[src/rtl/core/i2r_pkg.sv]
`default_nettype none
package i2r_pkg;

	localparam int VALUE_W = 31;
	localparam int RADIX_W = 6;
	localparam int CHAR_W  = 7;
	localparam int CNT_W   = $clog2(VALUE_W);

	localparam logic [RADIX_W-1:0] RADIX_RESET = 6'd10;
	localparam logic [RADIX_W-1:0] RADIX_MIN   = 6'd2;
	localparam logic [RADIX_W-1:0] RADIX_MAX   = 6'd36;
	localparam logic [CNT_W-1:0]   LAST_STEP   = CNT_W'(VALUE_W - 1);

	localparam logic [CHAR_W-1:0] CHAR_ZERO  = 7'd48;
	localparam logic [CHAR_W-1:0] CHAR_A     = 7'd65;
	localparam logic [RADIX_W-1:0] DEC_DIGITS = 6'd10;

	// controller -> datapath
	typedef struct packed {
		logic load;   // take a new value, clear remainder
		logic step;   // one restoring-division bit
		logic emit;   // move finished digit to output register
	} i2r_cmd_t;

	// datapath -> controller
	typedef struct packed {
		logic quot_zero;
	} i2r_stat_t;

	function automatic logic [CHAR_W-1:0] digit_to_char(input logic [RADIX_W-1:0] d);
		logic [CHAR_W-1:0] c;
		if (d < DEC_DIGITS) begin
			c = CHAR_ZERO + CHAR_W'(d);
		end else begin
			c = CHAR_A + CHAR_W'(d - DEC_DIGITS);
		end
		return c;
	endfunction

endpackage
`default_nettype wire

[src/rtl/core/integer_to_radix_digits.sv]
// Integer to radix digits: turns a non-negative 31-bit integer into ASCII
// digit characters in the base held in the radix register (2..36).
// Input stream: s_tdata[30:0] carries the value, one beat per integer.
// Output stream: one beat per digit, least significant digit first;
// m_tdata[6:0] is '0'-'9' or 'A'-'Z', m_tlast marks the most significant
// digit. Zero gives a single '0' beat with m_tlast set.
// Config: cfg_wen/cfg_wdata write the radix; values below 2 or above 36
// saturate. Write only while idle. Reset value is 10.
// Timing: each digit is one restoring long division, one quotient bit per
// cycle over all 31 quotient bits, then a load of the output register.
// The divider is the limiting unit. One item at a time: s_tready is high
// only between items.
// The output register lets the divider start on the next digit while a
// digit waits; if m_tready stays low the block holds the next finished
// digit and stops. Reset (arst_n low) drops any item in flight, clears
// m_tvalid and restores radix 10.
`default_nettype none
module integer_to_radix_digits (
	input  wire         clk,
	input  wire         arst_n,
	// radix register write
	input  wire         cfg_wen,
	input  wire  [5:0]  cfg_wdata,
	// input stream
	input  wire         s_tvalid,
	output logic        s_tready,
	input  wire  [31:0] s_tdata,   // [30:0] value, [31] zero
	// output stream
	output logic        m_tvalid,
	input  wire         m_tready,
	output logic [7:0]  m_tdata,   // [6:0] digit_char, [7] zero
	output logic        m_tlast    // last_digit
);
	import i2r_pkg::*;

	i2r_cmd_t           cmd;
	i2r_stat_t          stat;
	logic [CHAR_W-1:0]  digit_char;

	i2r_ctrl u_ctrl (
		.clk       (clk),
		.arst_n    (arst_n),
		.in_valid  (s_tvalid),
		.in_ready  (s_tready),
		.out_valid (m_tvalid),
		.out_ready (m_tready),
		.stat      (stat),
		.cmd       (cmd)
	);

	i2r_datapath u_dp (
		.clk        (clk),
		.arst_n     (arst_n),
		.cfg_wen    (cfg_wen),
		.cfg_wdata  (cfg_wdata),
		.value      (s_tdata[VALUE_W-1:0]),
		.cmd        (cmd),
		.stat       (stat),
		.digit_char (digit_char),
		.last_digit (m_tlast)
	);

	// s_tdata[31] is padding and ignored
	assign m_tdata = {1'b0, digit_char};

endmodule
`default_nettype wire

[src/rtl/core/i2r_datapath.sv]
`default_nettype none
module i2r_datapath (
	input  wire                          clk,
	input  wire                          arst_n,
	input  wire                          cfg_wen,
	input  wire  [i2r_pkg::RADIX_W-1:0]  cfg_wdata,
	input  wire  [i2r_pkg::VALUE_W-1:0]  value,
	input  wire  i2r_pkg::i2r_cmd_t      cmd,
	output i2r_pkg::i2r_stat_t           stat,
	output logic [i2r_pkg::CHAR_W-1:0]   digit_char,
	output logic                         last_digit
);
	import i2r_pkg::*;

	logic [RADIX_W-1:0] radix_q;
	logic [VALUE_W-1:0] quot_q;
	logic [RADIX_W-1:0] rem_q;
	logic [RADIX_W:0]   rem_shift;
	logic [RADIX_W:0]   rem_diff;
	logic               qbit;
	logic [RADIX_W-1:0] radix_sat;

	// base saturates into 2..36 at write time
	always_comb begin
		if (cfg_wdata < RADIX_MIN) begin
			radix_sat = RADIX_MIN;
		end else if (cfg_wdata > RADIX_MAX) begin
			radix_sat = RADIX_MAX;
		end else begin
			radix_sat = cfg_wdata;
		end
	end

	always_ff @(posedge clk or negedge arst_n) begin
		if (!arst_n) begin
			radix_q <= RADIX_RESET;
		end else if (cfg_wen) begin
			radix_q <= radix_sat;
		end
	end

	assign rem_shift = {rem_q, quot_q[VALUE_W-1]};
	assign rem_diff  = rem_shift - {1'b0, radix_q};
	assign qbit      = (rem_shift >= {1'b0, radix_q});

	always_ff @(posedge clk) begin
		if (cmd.load) begin
			quot_q <= value;
			rem_q  <= '0;
		end else if (cmd.step) begin
			quot_q <= {quot_q[VALUE_W-2:0], qbit};
			rem_q  <= qbit ? rem_diff[RADIX_W-1:0] : rem_shift[RADIX_W-1:0];
		end else if (cmd.emit) begin
			rem_q <= '0;
		end
	end

	always_ff @(posedge clk) begin
		if (cmd.emit) begin
			digit_char <= digit_to_char(rem_q);
			last_digit <= (quot_q == '0);
		end
	end

	assign stat.quot_zero = (quot_q == '0);

endmodule
`default_nettype wire

[src/rtl/core/i2r_ctrl.sv]
`default_nettype none
module i2r_ctrl (
	input  wire                   clk,
	input  wire                   arst_n,
	input  wire                   in_valid,
	output logic                  in_ready,
	output logic                  out_valid,
	input  wire                   out_ready,
	input  wire  i2r_pkg::i2r_stat_t stat,
	output i2r_pkg::i2r_cmd_t     cmd
);
	import i2r_pkg::*;

	typedef enum logic [1:0] {
		ST_IDLE,
		ST_DIV,
		ST_EMIT
	} state_t;

	state_t           state_q;
	logic [CNT_W-1:0] cnt_q;
	logic             out_free;

	assign out_free = !out_valid || out_ready;
	assign in_ready = (state_q == ST_IDLE);

	always_comb begin
		cmd.load = (state_q == ST_IDLE) && in_valid;
		cmd.step = (state_q == ST_DIV);
		cmd.emit = (state_q == ST_EMIT) && out_free;
	end

	always_ff @(posedge clk or negedge arst_n) begin
		if (!arst_n) begin
			state_q   <= ST_IDLE;
			cnt_q     <= '0;
			out_valid <= 1'b0;
		end else begin
			if (cmd.emit) begin
				out_valid <= 1'b1;
			end else if (out_ready) begin
				out_valid <= 1'b0;
			end
			unique case (state_q)
				ST_IDLE: begin
					if (in_valid) begin
						state_q <= ST_DIV;
						cnt_q   <= '0;
					end
				end
				ST_DIV: begin
					if (cnt_q == LAST_STEP) begin
						state_q <= ST_EMIT;
					end
					cnt_q <= cnt_q + 1'b1;
				end
				ST_EMIT: begin
					if (out_free) begin
						state_q <= stat.quot_zero ? ST_IDLE : ST_DIV;
						cnt_q   <= '0;
					end
				end
				default: state_q <= ST_IDLE;
			endcase
		end
	end

endmodule
`default_nettype wire
[config.mk]
export PLATFORM = sky130hd
export DESIGN_NAME = integer_to_radix_digits
export DESIGN_NICKNAME = d
export VERILOG_FILES = /design/src/rtl/core/i2r_pkg.sv /design/src/rtl/core/integer_to_radix_digits.sv /design/src/rtl/core/i2r_datapath.sv /design/src/rtl/core/i2r_ctrl.sv
export SDC_FILE = /design/constraint.sdc
export NUM_CORES = 1
export LEC_CHECK = 0
export ABC_AREA = 1
export BUFFER_PORTS_ARGS = -buffer_cell sky130_fd_sc_hd__buf_2
export CORE_ASPECT_RATIO = 1.25
export CORE_MARGIN = 2
export CORE_UTILIZATION = 63
export CTS_BUF_LIST = sky130_fd_sc_hd__clkbuf_2
export CTS_CLUSTER_SIZE = 8
export DETAILED_ROUTE_END_ITERATION = 8
export PLACE_DENSITY_LB_ADDON = 0.2
export SLEW_MARGIN = 20
export SYNTH_ARGS = -nofsm -noshare
export SYNTH_HDL_FRONTEND = slang
export SYNTH_HIERARCHICAL = 1
export SYNTH_SLANG_ARGS = --single-unit
export TNS_END_PERCENT = 100
[constraint.sdc]
create_clock -name clk -period 4.2 [get_ports clk]
set_input_delay 0.63 -clock clk [delete_from_list [all_inputs] [get_ports clk]]
set_output_delay 0.63 -clock clk [all_outputs]
set_load 0.02 [all_outputs]
==> reports/summary.txt, run 1 <==
Mapped Nets: 428
IR drop worst, VDD: 0.346 mV
DRC: 0
Max Used Layer: met4
Final setup TNS: 0 ns
Fin crit period: 2.10 ns
Crit path depth: 5
Total Routing Usage GR: 0.249
Core Box Area: 0.00497 mm²
Synth unique cells: 36
Slowest Stage Delay on Critical Path: 0.49 ns
Worst Reg-to-Reg Cells: 5
WS Path Type: register to register
Worst-path cell chain: nor3_2 -> buf_4 -> inv_1 -> nor2_1 -> a31oi_1
# Max-Cap Violations: 0
Worst Path Max Fanout: 40
Post-CTS setup repair buffer count: 0
Final setup fails: 0
Mean Syn Cell Area: 8.60 µm²
Die area: 0.00567 mm²
Total vias in the final route: 2,630
HPWL Detailed: 4.81 mm
Top delay family on crit path: buffers and inverters
CTS H-tree lvls: 3
Vias in the first global route: 2,563
Die span in y: 83.7 µm
Area Overhead vs Synth: 12.8%
ANT cells: 0
# resized after CTS: 0
Leak: 1.75 nW
Crit path max-delay cell type: dfrtp_1
WL met1: 2.63 mm
Vias/cell: 5.33
TritonCTS clock tree: yes
Skew-Pair Late Insertion Delay: 0.44 ns
WL met3: 399 µm
Post-layout total power: 2.54 mW
Worst-margin pin slew: 0.842 ns
Port buffer count: 51
HP Class: input pin to async pin
Share of cells above drive strength 1: 0.223
Worst Path Arrival: 2.28 ns
Buffer and inverter count on the worst path: 2
Initial Util: 0.643
R2R Setup Slk: 2.10 ns
IO Pins: 54
Final ANT Viol Nets: 0
Status: complete, no violations
Initial antenna violation count: 0
Largest net degree at the start of global routing: 41
Yosys warnings: 6
Synthesis-stage register bit count: 59
Site row count: 29
Relative slew margins: 0.438
Routability cong.: 0.809
Mapped Cells: 372
Post-Route WL: 6.47 mm
DIE WIDTH: 67.7 µm
Crit start category: register
TritonCTS buffer count: 9
Gr ovfl total: 0
CP required: 4.38 ns
Final Cycle Share: 0.500
Clk_skew: 0.0116 ns
Highest clock rate: 477 MHz
Met2 routed wirelength: 3.34 mm
Crit end category: register
Nets: 482
DR WL/cell: 13.1 µm
Reg clk slew, reported paths: 0.16 ns
Pwr/cell area: 705 mW/mm²
CTS max path bufs: 2
Initial DRC Count: 207
Clock Sinks: 59
Total iterations of the first detailed-routing run: 4
First-pass GRT wire length: 10.7 mm
Mapped Area: 0.00320 mm²
Final hold violations: 0
RSZ-0062 raised after global routing: no
Hold buffer count at cts: 0
Max-slew violation count: 0
Seq/Total Area, Yosys: 0.514
Root Buffer: clkbuf_2
==> layer usage <==
| metal | vias to the layer above | GRT usage |
|---|---|---|
| met5 | - | 0 |
| met4 | 0 | 0.0928 |
| met3 | 10 | 0.0580 |
| met2 | 87 | 0.431 |
| met1 | 1215 | 0.291 |
| li1 | 1318 | - |
==> cell usage after synthesis (all sizes together) <==
cell,n,area [µm²]
nand2,152,586
edfxtp,39,1170
inv,37,139
nand3,24,158
nor2,22,115
a21oi,13,72.6
o21ai,13,68.8
dfrtp,12,300
ha,12,150
nor4,7,43.8
clkbuf,6,23.8
dfxtp,6,120
xor2,5,43.8
nand4,4,25.0
or2,4,27.5
a31oi,3,18.8
buf,3,16.3
dfstp,2,52.6
nor3,2,10.0
xnor2,2,17.5
conb,1,3.75
fa,1,20.0
o21a,1,7.51
o21bai,1,7.51
==> cell families (layout without fill, tap and decap cells) <==
family          after synthesis  in the layout  synth area share
xor+xnor                      7              7            0.0192
simple gates                215            215             0.302
compound gates               31             31            0.0548
buf+inv                      46            105            0.0559
other cells                   1              1           0.00117
fa+ha+maj                    13             13            0.0532
flops                        59             59             0.514
==> final cells by class <==
class	instances	area, µm²
multi-input combinational	267	1380
clock buffer	13	65.1
sequential	59	1640
tap	62	77.6
fill	401	1360
inverter	37	139
clock inverter	3	38.8
timing repair buffer	52	263
==> metrics by stage <==
stage / util / instances / setup WS (ns) / hold WS (ns) / instance area (µm²)
after detailed placement: 0.705 / 477 / 1.91 / 0.496 / 3500
after global placement: 0.705 / 477 / 1.92 / 0.471 / 3500
final: 0.726 / 493 / 2.10 / 0.0423 / 3610
after global routing: 0.726 / 493 / 1.89 / 0.00747 / 3610
after CTS: 0.726 / 493 / 2.09 / 0.00332 / 3610
after floorplan: - / 372 / 2.21 / 0.334 / 3200
==> cell usage in the layout (no fill, tap or decap), types with 2 or more instances in the layout <==
master	synthesis	layout
xor2_1	5	5
dfrtp_1	12	12
xnor2_1	2	2
a21oi_2	2	2
dfxtp_1	6	6
a21oi_1	11	11
inv_1	34	34
nor4_1	7	7
buf_2	1	51
clkbuf_2	1	13
nand4_1	4	4
nor2_4	3	3
dfstp_2	2	2
ha_1	12	12
a31oi_1	3	3
nor2_2	4	4
inv_2	3	3
nand3_4	3	3
nand2_1	146	146
nand3_1	21	21
edfxtp_1	39	39
o21ai_0	11	11
nand2_2	6	6
nor2_1	15	15
or2_2	3	3
==> final timing paths <==
check                                                to                     startpoint
max                            u_dp/quot_q[0]$_DFFE_PP_  u_ctrl/state_q[0]$_DFFE_PN0P_
min                        u_ctrl/out_valid$_DFFE_PN0P_                         arst_n
max reg2reg                    u_dp/quot_q[0]$_DFFE_PP_  u_ctrl/state_q[0]$_DFFE_PN0P_
min reg2reg                 u_dp/radix_q[1]$_DFFE_PN1P_    u_dp/radix_q[1]$_DFFE_PN1P_
max in group asynchronous   u_dp/radix_q[3]$_DFFE_PN1P_                         arst_n
min in group clk           u_ctrl/out_valid$_DFFE_PN0P_                       m_tready
==> registers in the layout, summed over array words and instances (netlist names) <==
register	count
u_dp/rem_q	6
u_dp/quot_q	31
u_dp/radix_q	6
u_dp/digit_char	7
u_ctrl/out_valid	1
u_dp/last_digit	1
u_ctrl/cnt_q	5
u_ctrl/state_q	2
==> where the power goes <==
part / internal [mW] / switching (mW) / leakage [nW]
registers: 0.957 / 0.162 / 0.615
logic: 0.395 / 0.692 / 1.06
clock network: 0.146 / 0.192 / 0.0736
==> worst reg2reg max path, delay by kind of cell, from the launching register on <==
kind / cells / cell delay [ns]
AND/OR/NAND/NOR: 2 / 0.40
AO/OA/AOI/OAI: 1 / 0.05
buffers and inverters: 2 / 0.89
flip-flops: 1 / 0.49
Note: power is estimated with default switching activity, not from simulation.
==> run 2, diff against run 1 <==
--- a/config.mk
+++ b/config.mk
@@ -9,7 +9,7 @@
 export BUFFER_PORTS_ARGS = -buffer_cell sky130_fd_sc_hd__buf_2
 export CORE_ASPECT_RATIO = 1.25
 export CORE_MARGIN = 2
-export CORE_UTILIZATION = 63
+export CORE_UTILIZATION = 53
 export CTS_BUF_LIST = sky130_fd_sc_hd__clkbuf_2
 export CTS_CLUSTER_SIZE = 8
 export DETAILED_ROUTE_END_ITERATION = 8
==> constraint.sdc (replaced) <==
create_clock -name clk -period 1.68 [get_ports clk]
set_input_delay 0.252 -clock clk [delete_from_list [all_inputs] [get_ports clk]]
set_output_delay 0.252 -clock clk [all_outputs]
set_load 0.02 [all_outputs]
==> reports/summary.txt, run 2 (same netlist as run 1, synthesis figures left out) <==
Status: finished, violations left
Violated checks: setup timing
Crit start category: register
Port buffer count: 51 (unchanged)
TritonCTS clock tree: yes
Clk_skew: 0.0322 ns (+0.0206 ns)
FF-to-FF End: u_dp/rem_q[5]$_SDFFE_PP0P_
Post-Route WL: 6.81 mm (+5.3%)
Leak: 1.90 nW (+8.8%)
Placement Setup Slack: -0.0555 ns (-1.96 ns)
Core Box Area: 0.00582 mm² (+17%)
Routability cong.: 0.814 (+0.51%)
Gr ovfl total: 0 (unchanged)
Die area: 0.00668 mm² (+18%)
R2R Setup Slk: -0.02 ns (-2.12 ns)
Initial DRC Count: 186 (-10%)
Post-layout total power: 7.27 mW (+190%)
Final hold violations: 0 (unchanged)
Share of cells above drive strength 1: 0.322 (+0.0989)
Min-Delay Endpoint: u_dp/quot_q[16]$_DFFE_PP_
Final setup fails: 1 (+1)
Commonest non-fill, non-tap cell in the layout: nand2_1
Slowest Stage Delay on Critical Path: 0.56 ns (+0.07 ns)
Root Buffer: clkbuf_2
Buffer and inverter count on the worst path: 2 (unchanged)
Multi-input logic area: 0.00154 mm² (+12%)
CP required: 2.09 ns (-2.29 ns)
Largest net degree at the start of global routing: 21 (-49%)
FF-to-FF Start: u_dp/radix_q[3]$_DFFE_PN1P_
Final setup TNS: -0.0178 ns (-0.0178 ns)
Area Overhead vs Synth: 26.8%
Largest registers: u_dp/quot_q x31, u_dp/digit_char x7
CTS H-tree lvls: 3 (unchanged)
Fin crit period: 1.70 ns (-0.401 ns)
Max reg flops: 31 (unchanged)
Total Routing Usage GR: 0.221 (-0.0282)
Clock Sinks: 59 (unchanged)
Total iterations of the first detailed-routing run: 4 (unchanged)
WS Path Type: register to register
DR WL/cell: 13.0 µm (-0.78%)
Reg clk slew, reported paths: 0.19 ns (+0.03 ns)
Nets: 508 (+5.4%)
Site row count: 31 (+6.9%)
Worst-path cell chain: inv_2 -> ha_4 -> nand2_4 -> buf_4 -> nor2_2 -> nand2_1 -> nand3_1 -> nand2_1 -> nand3_2 -> nand3_2 -> a21oi_2
Skew-Pair Late Insertion Delay: 0.47 ns (+0.03 ns)
Top delay family on crit path: flip-flops
Crit path depth: 11 (+6)
HPWL Detailed: 4.76 mm (-1.0%)
IR drop worst, VDD: 0.791 mV (+130%)
# Max-Cap Violations: 0 (unchanged)
Final Cycle Share: 1.01 (+0.511)
Vias in the first global route: 2,752 (+7.4%)
Highest clock rate: 589 MHz (+24%)
HP Class: input pin to register
Most frequent cells in the layout: nand2_1 (140), buf_2 (50), edfxtp_1 (39)
Total vias in the final route: 2,719 (+3.4%)
Die span in y: 90.9 µm (+8.6%)
Initial Util: 0.550 (-0.0937)
Final hold slack: 0.0433 ns (+0.000967 ns)
RSZ-0062 raised after global routing: yes
Initial antenna violation count: 0 (unchanged)
Fillers: 463 (+15%)
Pwr/cell area: 1790 mW/mm² (+150%)
Crit path max-delay cell type: dfstp_2
TritonCTS buffer count: 9 (unchanged)
Register area: 0.00164 mm² (unchanged)
DRC: 0 (unchanged)
Crit end category: register
DIE WIDTH: 73.5 µm (+8.5%)
Biggest register: u_dp/quot_q
Hold path start: s_tdata[16]
Vias/cell: 5.20 (-2.5%)
Worst Reg-to-Reg Cells: 11 (+6)
ANT cells: 0 (unchanged)
Max-slew violation count: 0 (unchanged)
Worst Path Max Fanout: 3 (-93%)
Final ANT Viol Nets: 0 (unchanged)
Worst Path Arrival: 2.11 ns (-0.17 ns)
First-pass GRT wire length: 11.6 mm (+8.9%)
Worst Hold Depth: 3
IO Pins: 54 (unchanged)
CTS max path bufs: 2 (unchanged)
Setup slack after layout: -0.0178 ns (-2.12 ns)
-- run 2: area by class of cell --
cell class              instances  area share
repair buffers                 78       0.127
well taps                      66      0.0204
multi-input cells             267       0.380
clock inverters                 6      0.0201
inverters                      37      0.0342
clock buffers                  10      0.0123
flip-flops and latches         59       0.405
-- run 2: stage by stage --
stage               instances   util  instance area [µm²]
floorplan                 372      -                 3200
global placement          498  0.632                 3680
detailed placement        498  0.632                 3680
CTS                       522  0.676                 3940
global route              523  0.697                 4060
finish                    523  0.697                 4060
-- run 2: report_power, final --
part           leakage [nW]  internal, mW  switching, mW
Clock                0.0793         0.489          0.513
Combinational          1.21          1.50           2.00
Sequential            0.615          2.39          0.381
-- run 2: timing repair --
action	4_1_cts	5_1_grt
cloned	0	0
endpoints found under the hold margin	19	0
buffers inserted	1	1
gates resized for setup	9	28
endpoints found under the setup margin	8	29
pin swaps	5	19
hold buffers	7	0
-- run 2: routing by layer --
layer  GRT usage  share of wire  up-vias
met5           0              0        -
met4      0.0939          0.021        0
met3      0.0368          0.043       14
met2       0.388           0.50       69
met1       0.258           0.43     1265
li1            -              -     1371
-- run 2: worst min-delay path, delay by kind of cell --
kind | cells | cell delay, ns
and+or+nand+nor | 2 | 0.09
buffers and inverters | 1 | 0.07
-- run 2: worst max path at each step --
stage                                start                          to  slack [ns]
5_1_grt        u_dp/radix_q[3]$_DFFE_PN1P_  u_dp/rem_q[5]$_SDFFE_PP0P_       -0.06
6_report       u_dp/radix_q[3]$_DFFE_PN1P_  u_dp/rem_q[5]$_SDFFE_PP0P_       -0.02
3_3_place_gp   u_dp/radix_q[1]$_DFFE_PN1P_    u_dp/quot_q[0]$_DFFE_PP_       -0.02
2_1_floorplan  u_dp/radix_q[3]$_DFFE_PN1P_    u_dp/quot_q[0]$_DFFE_PP_        0.03
4_1_cts        u_dp/radix_q[3]$_DFFE_PN1P_  u_dp/rem_q[5]$_SDFFE_PP0P_       0.006
3_5_place_dp   u_dp/radix_q[1]$_DFFE_PN1P_  u_dp/rem_q[2]$_SDFFE_PP0P_       -0.06
==> run 3, diff against run 2 <==
--- a/config.mk
+++ b/config.mk
@@ -9,11 +9,12 @@
 export BUFFER_PORTS_ARGS = -buffer_cell sky130_fd_sc_hd__buf_2
 export CORE_ASPECT_RATIO = 1.25
 export CORE_MARGIN = 2
-export CORE_UTILIZATION = 53
+export CORE_UTILIZATION = 40
 export CTS_BUF_LIST = sky130_fd_sc_hd__clkbuf_2
 export CTS_CLUSTER_SIZE = 8
 export DETAILED_ROUTE_END_ITERATION = 8
 export PLACE_DENSITY_LB_ADDON = 0.2
+export REMOVE_ABC_BUFFERS = 1
 export SLEW_MARGIN = 20
 export SYNTH_ARGS = -nofsm -noshare
 export SYNTH_HDL_FRONTEND = slang
==> constraint.sdc (replaced) <==
create_clock -name clk -period 1.6 [get_ports clk]
set_input_delay 0.24 -clock clk [delete_from_list [all_inputs] [get_ports clk]]
set_output_delay 0.24 -clock clk [all_outputs]
set_load 0.02 [all_outputs]
==> reports/summary.txt, run 3 (same netlist as run 1, synthesis figures left out) <==
Cell area after layout: 0.00430 mm² (+6.1%)
IO Pins: 54 (unchanged)
Pwr/cell area: 1780 mW/mm² (-0.87%)
Fillers: 726 (+57%)
Multi-input logic area: 0.00154 mm² (-0.16%)
Leak: 2.01 nW (+5.4%)
# Max-Cap Violations: 0 (unchanged)
Die area: 0.00873 mm² (+31%)
First-pass GRT wire length: 12.0 mm (+3.1%)
Crit start category: register
CP required: 1.97 ns (-0.12 ns)
Vias in the first global route: 2,698 (-2.0%)
Gr ovfl total: 0 (unchanged)
ANT cells: 0 (unchanged)
Initial antenna violation count: 0 (unchanged)
CTS max path bufs: 2 (unchanged)
Fin crit period: 1.71 ns (+0.0112 ns)
Initial DRC Count: 135 (-27%)
Core Box Area: 0.00779 mm² (+34%)
Worst Path Max Fanout: 7 (+4)
Setup slack after layout: -0.109 ns (-0.0912 ns)
Placement Setup Slack: -0.140 ns (-0.0848 ns)
Final hold slack: 0.0417 ns (-0.00158 ns)
Clock Sinks: 59 (unchanged)
Post-layout total power: 7.64 mW (+5.2%)
Max reg flops: 31 (unchanged)
Max-slew violation count: 0 (unchanged)
Total vias in the final route: 2,711 (-0.29%)
Worst Path Arrival: 2.08 ns (-0.03 ns)
Initial Util: 0.410 (-0.139)
RSZ-0062 raised after global routing: yes
Die span in y: 104 µm (+14%)
HP Class: input pin to register
Crit path max-delay cell type: edfxtp_1
Placed inst area: 0.00371 mm² (+0.99%)
Largest net degree at the start of global routing: 32 (+52%)
Port buffer count: 51 (unchanged)
Reg clk slew, reported paths: 0.17 ns (-0.02 ns)
Vias/cell: 4.72 (-9.2%)
Commonest non-fill, non-tap cell in the layout: nand2_1
Routability cong.: 0.821 (+0.90%)
WS Path Type: register to register
Total iterations of the first detailed-routing run: 6 (+2)
IR drop worst, VDD: 0.783 mV (-1.0%)
Slowest Stage Delay on Critical Path: 0.47 ns (-0.09 ns)
Highest clock rate: 585 MHz (-0.65%)
Crit end category: register
Site row count: 36 (+16%)
HPWL Detailed: 4.89 mm (+2.7%)
Largest registers: u_dp/quot_q x31, u_dp/digit_char x7
Biggest register: u_dp/quot_q
Final setup fails: 7 (+6)
Area Overhead vs Synth: 34.5%
DIE WIDTH: 84.0 µm (+14%)
TritonCTS buffer count: 9 (unchanged)
Clk_skew: 0.0364 ns (+0.00422 ns)
Most frequent cells in the layout: nand2_1 (143), buf_2 (51), edfxtp_1 (39)
Share of cells above drive strength 1: 0.311 (-0.0106)
Worst-path cell chain: inv_2 -> buf_6 -> ha_4 -> inv_2 -> nor2_2 -> nand2_2 -> nand2_2 -> nor2_4 -> nand3_1 -> nand3_1 -> a21oi_1
Final Cycle Share: 1.07 (+0.0575)
Register area: 0.00165 mm² (+0.23%)
DRC: 0 (unchanged)
Status: finished, violations left
Skew-Pair Late Insertion Delay: 0.49 ns (+0.02 ns)
TritonCTS clock tree: yes
CTS H-tree lvls: 3 (unchanged)
Final ANT Viol Nets: 0 (unchanged)
Root Buffer: clkbuf_2
Total Routing Usage GR: 0.171 (-0.0498)
Violated checks: setup timing
Post-Route WL: 7.23 mm (+6.2%)
Final hold violations: 0 (unchanged)
DR WL/cell: 12.6 µm (-3.3%)
Nets: 531 (+4.5%)
==> run 3: changes by cell type in the layout (fill, tap and decap cells not counted), moves of 3 or more <==
cell,previous run,this run
nand2_1,140,143
nand3_1,17,14
dlygate4sd3_1,7,28
nor2_1,10,13
nand3_2,4,7
nor2_2,7,4
==> run 3: repair_timing <==
action,4_1_cts,5_1_grt
pin swaps,12,11
endpoints found under the hold margin,39,1
setup endpoints to repair,8,10
setup buffers,1,1
hold buffers,27,1
resized for setup,18,20
==> run 3: critical path, delay by kind of cell, from the launching register on <==
family | cells | cell delay (ns)
compound gates | 1 | 0.06
fa+ha+maj | 1 | 0.19
buf+inv | 3 | 0.28
flops | 1 | 0.47
simple gates | 6 | 0.60
==> run 3: layout make-up <==
class                      instances  share of cell area
timing repair buffer             101               0.170
clock buffer                       9              0.0105
clock inverter                     6              0.0189
multi-input combinational        267               0.358
sequential                        59               0.383
inverter                          37              0.0323
tap                               95              0.0276
==> run 3: metrics by stage <==
stage | TNS (ns) | instances | utilization
4_1_cts | -0.714 | 572 | 0.541
3_5_place_dp | -0.869 | 529 | 0.476
3_3_place_gp | -0.679 | 529 | 0.476
2_1_floorplan | -136.52 | 363 | -
6_report | -0.661 | 574 | 0.552
5_1_grt | -1.28 | 574 | 0.552
==> run 3: power breakdown <==
part | switching [mW] | internal (mW)
Clock | 0.559 | 0.499
Sequential | 0.418 | 2.51
Combinational | 2.07 | 1.58
==> run 3: final timing paths <==
path,slack [ns],start,to,depth (start not counted)
max,-0.11,u_dp/quot_q[30]$_DFFE_PP_,u_dp/rem_q[3]$_SDFFE_PP0P_,11
min,0.04,s_tdata[8],u_dp/quot_q[8]$_DFFE_PP_,3
max reg2reg,-0.11,u_dp/quot_q[30]$_DFFE_PP_,u_dp/rem_q[3]$_SDFFE_PP0P_,11
min reg2reg,0.53,u_dp/radix_q[1]$_DFFE_PN1P_,u_dp/radix_q[1]$_DFFE_PN1P_,2
max in group asynchronous,1.14,arst_n,u_dp/radix_q[3]$_DFFE_PN1P_,2
min in group asynchronous,0.16,arst_n,u_dp/radix_q[0]$_DFFE_PN0P_,2
==> run 3: metal layers <==
layer | wire length [µm] | vias up | GRT usage
met5 | 0 | - | 0
met4 | 108 | 0 | 0.0726
met3 | 307 | 8 | 0.0365
met2 | 3590 | 49 | 0.290
met1 | 3220 | 1233 | 0.210
li1 | - | 1421 | -
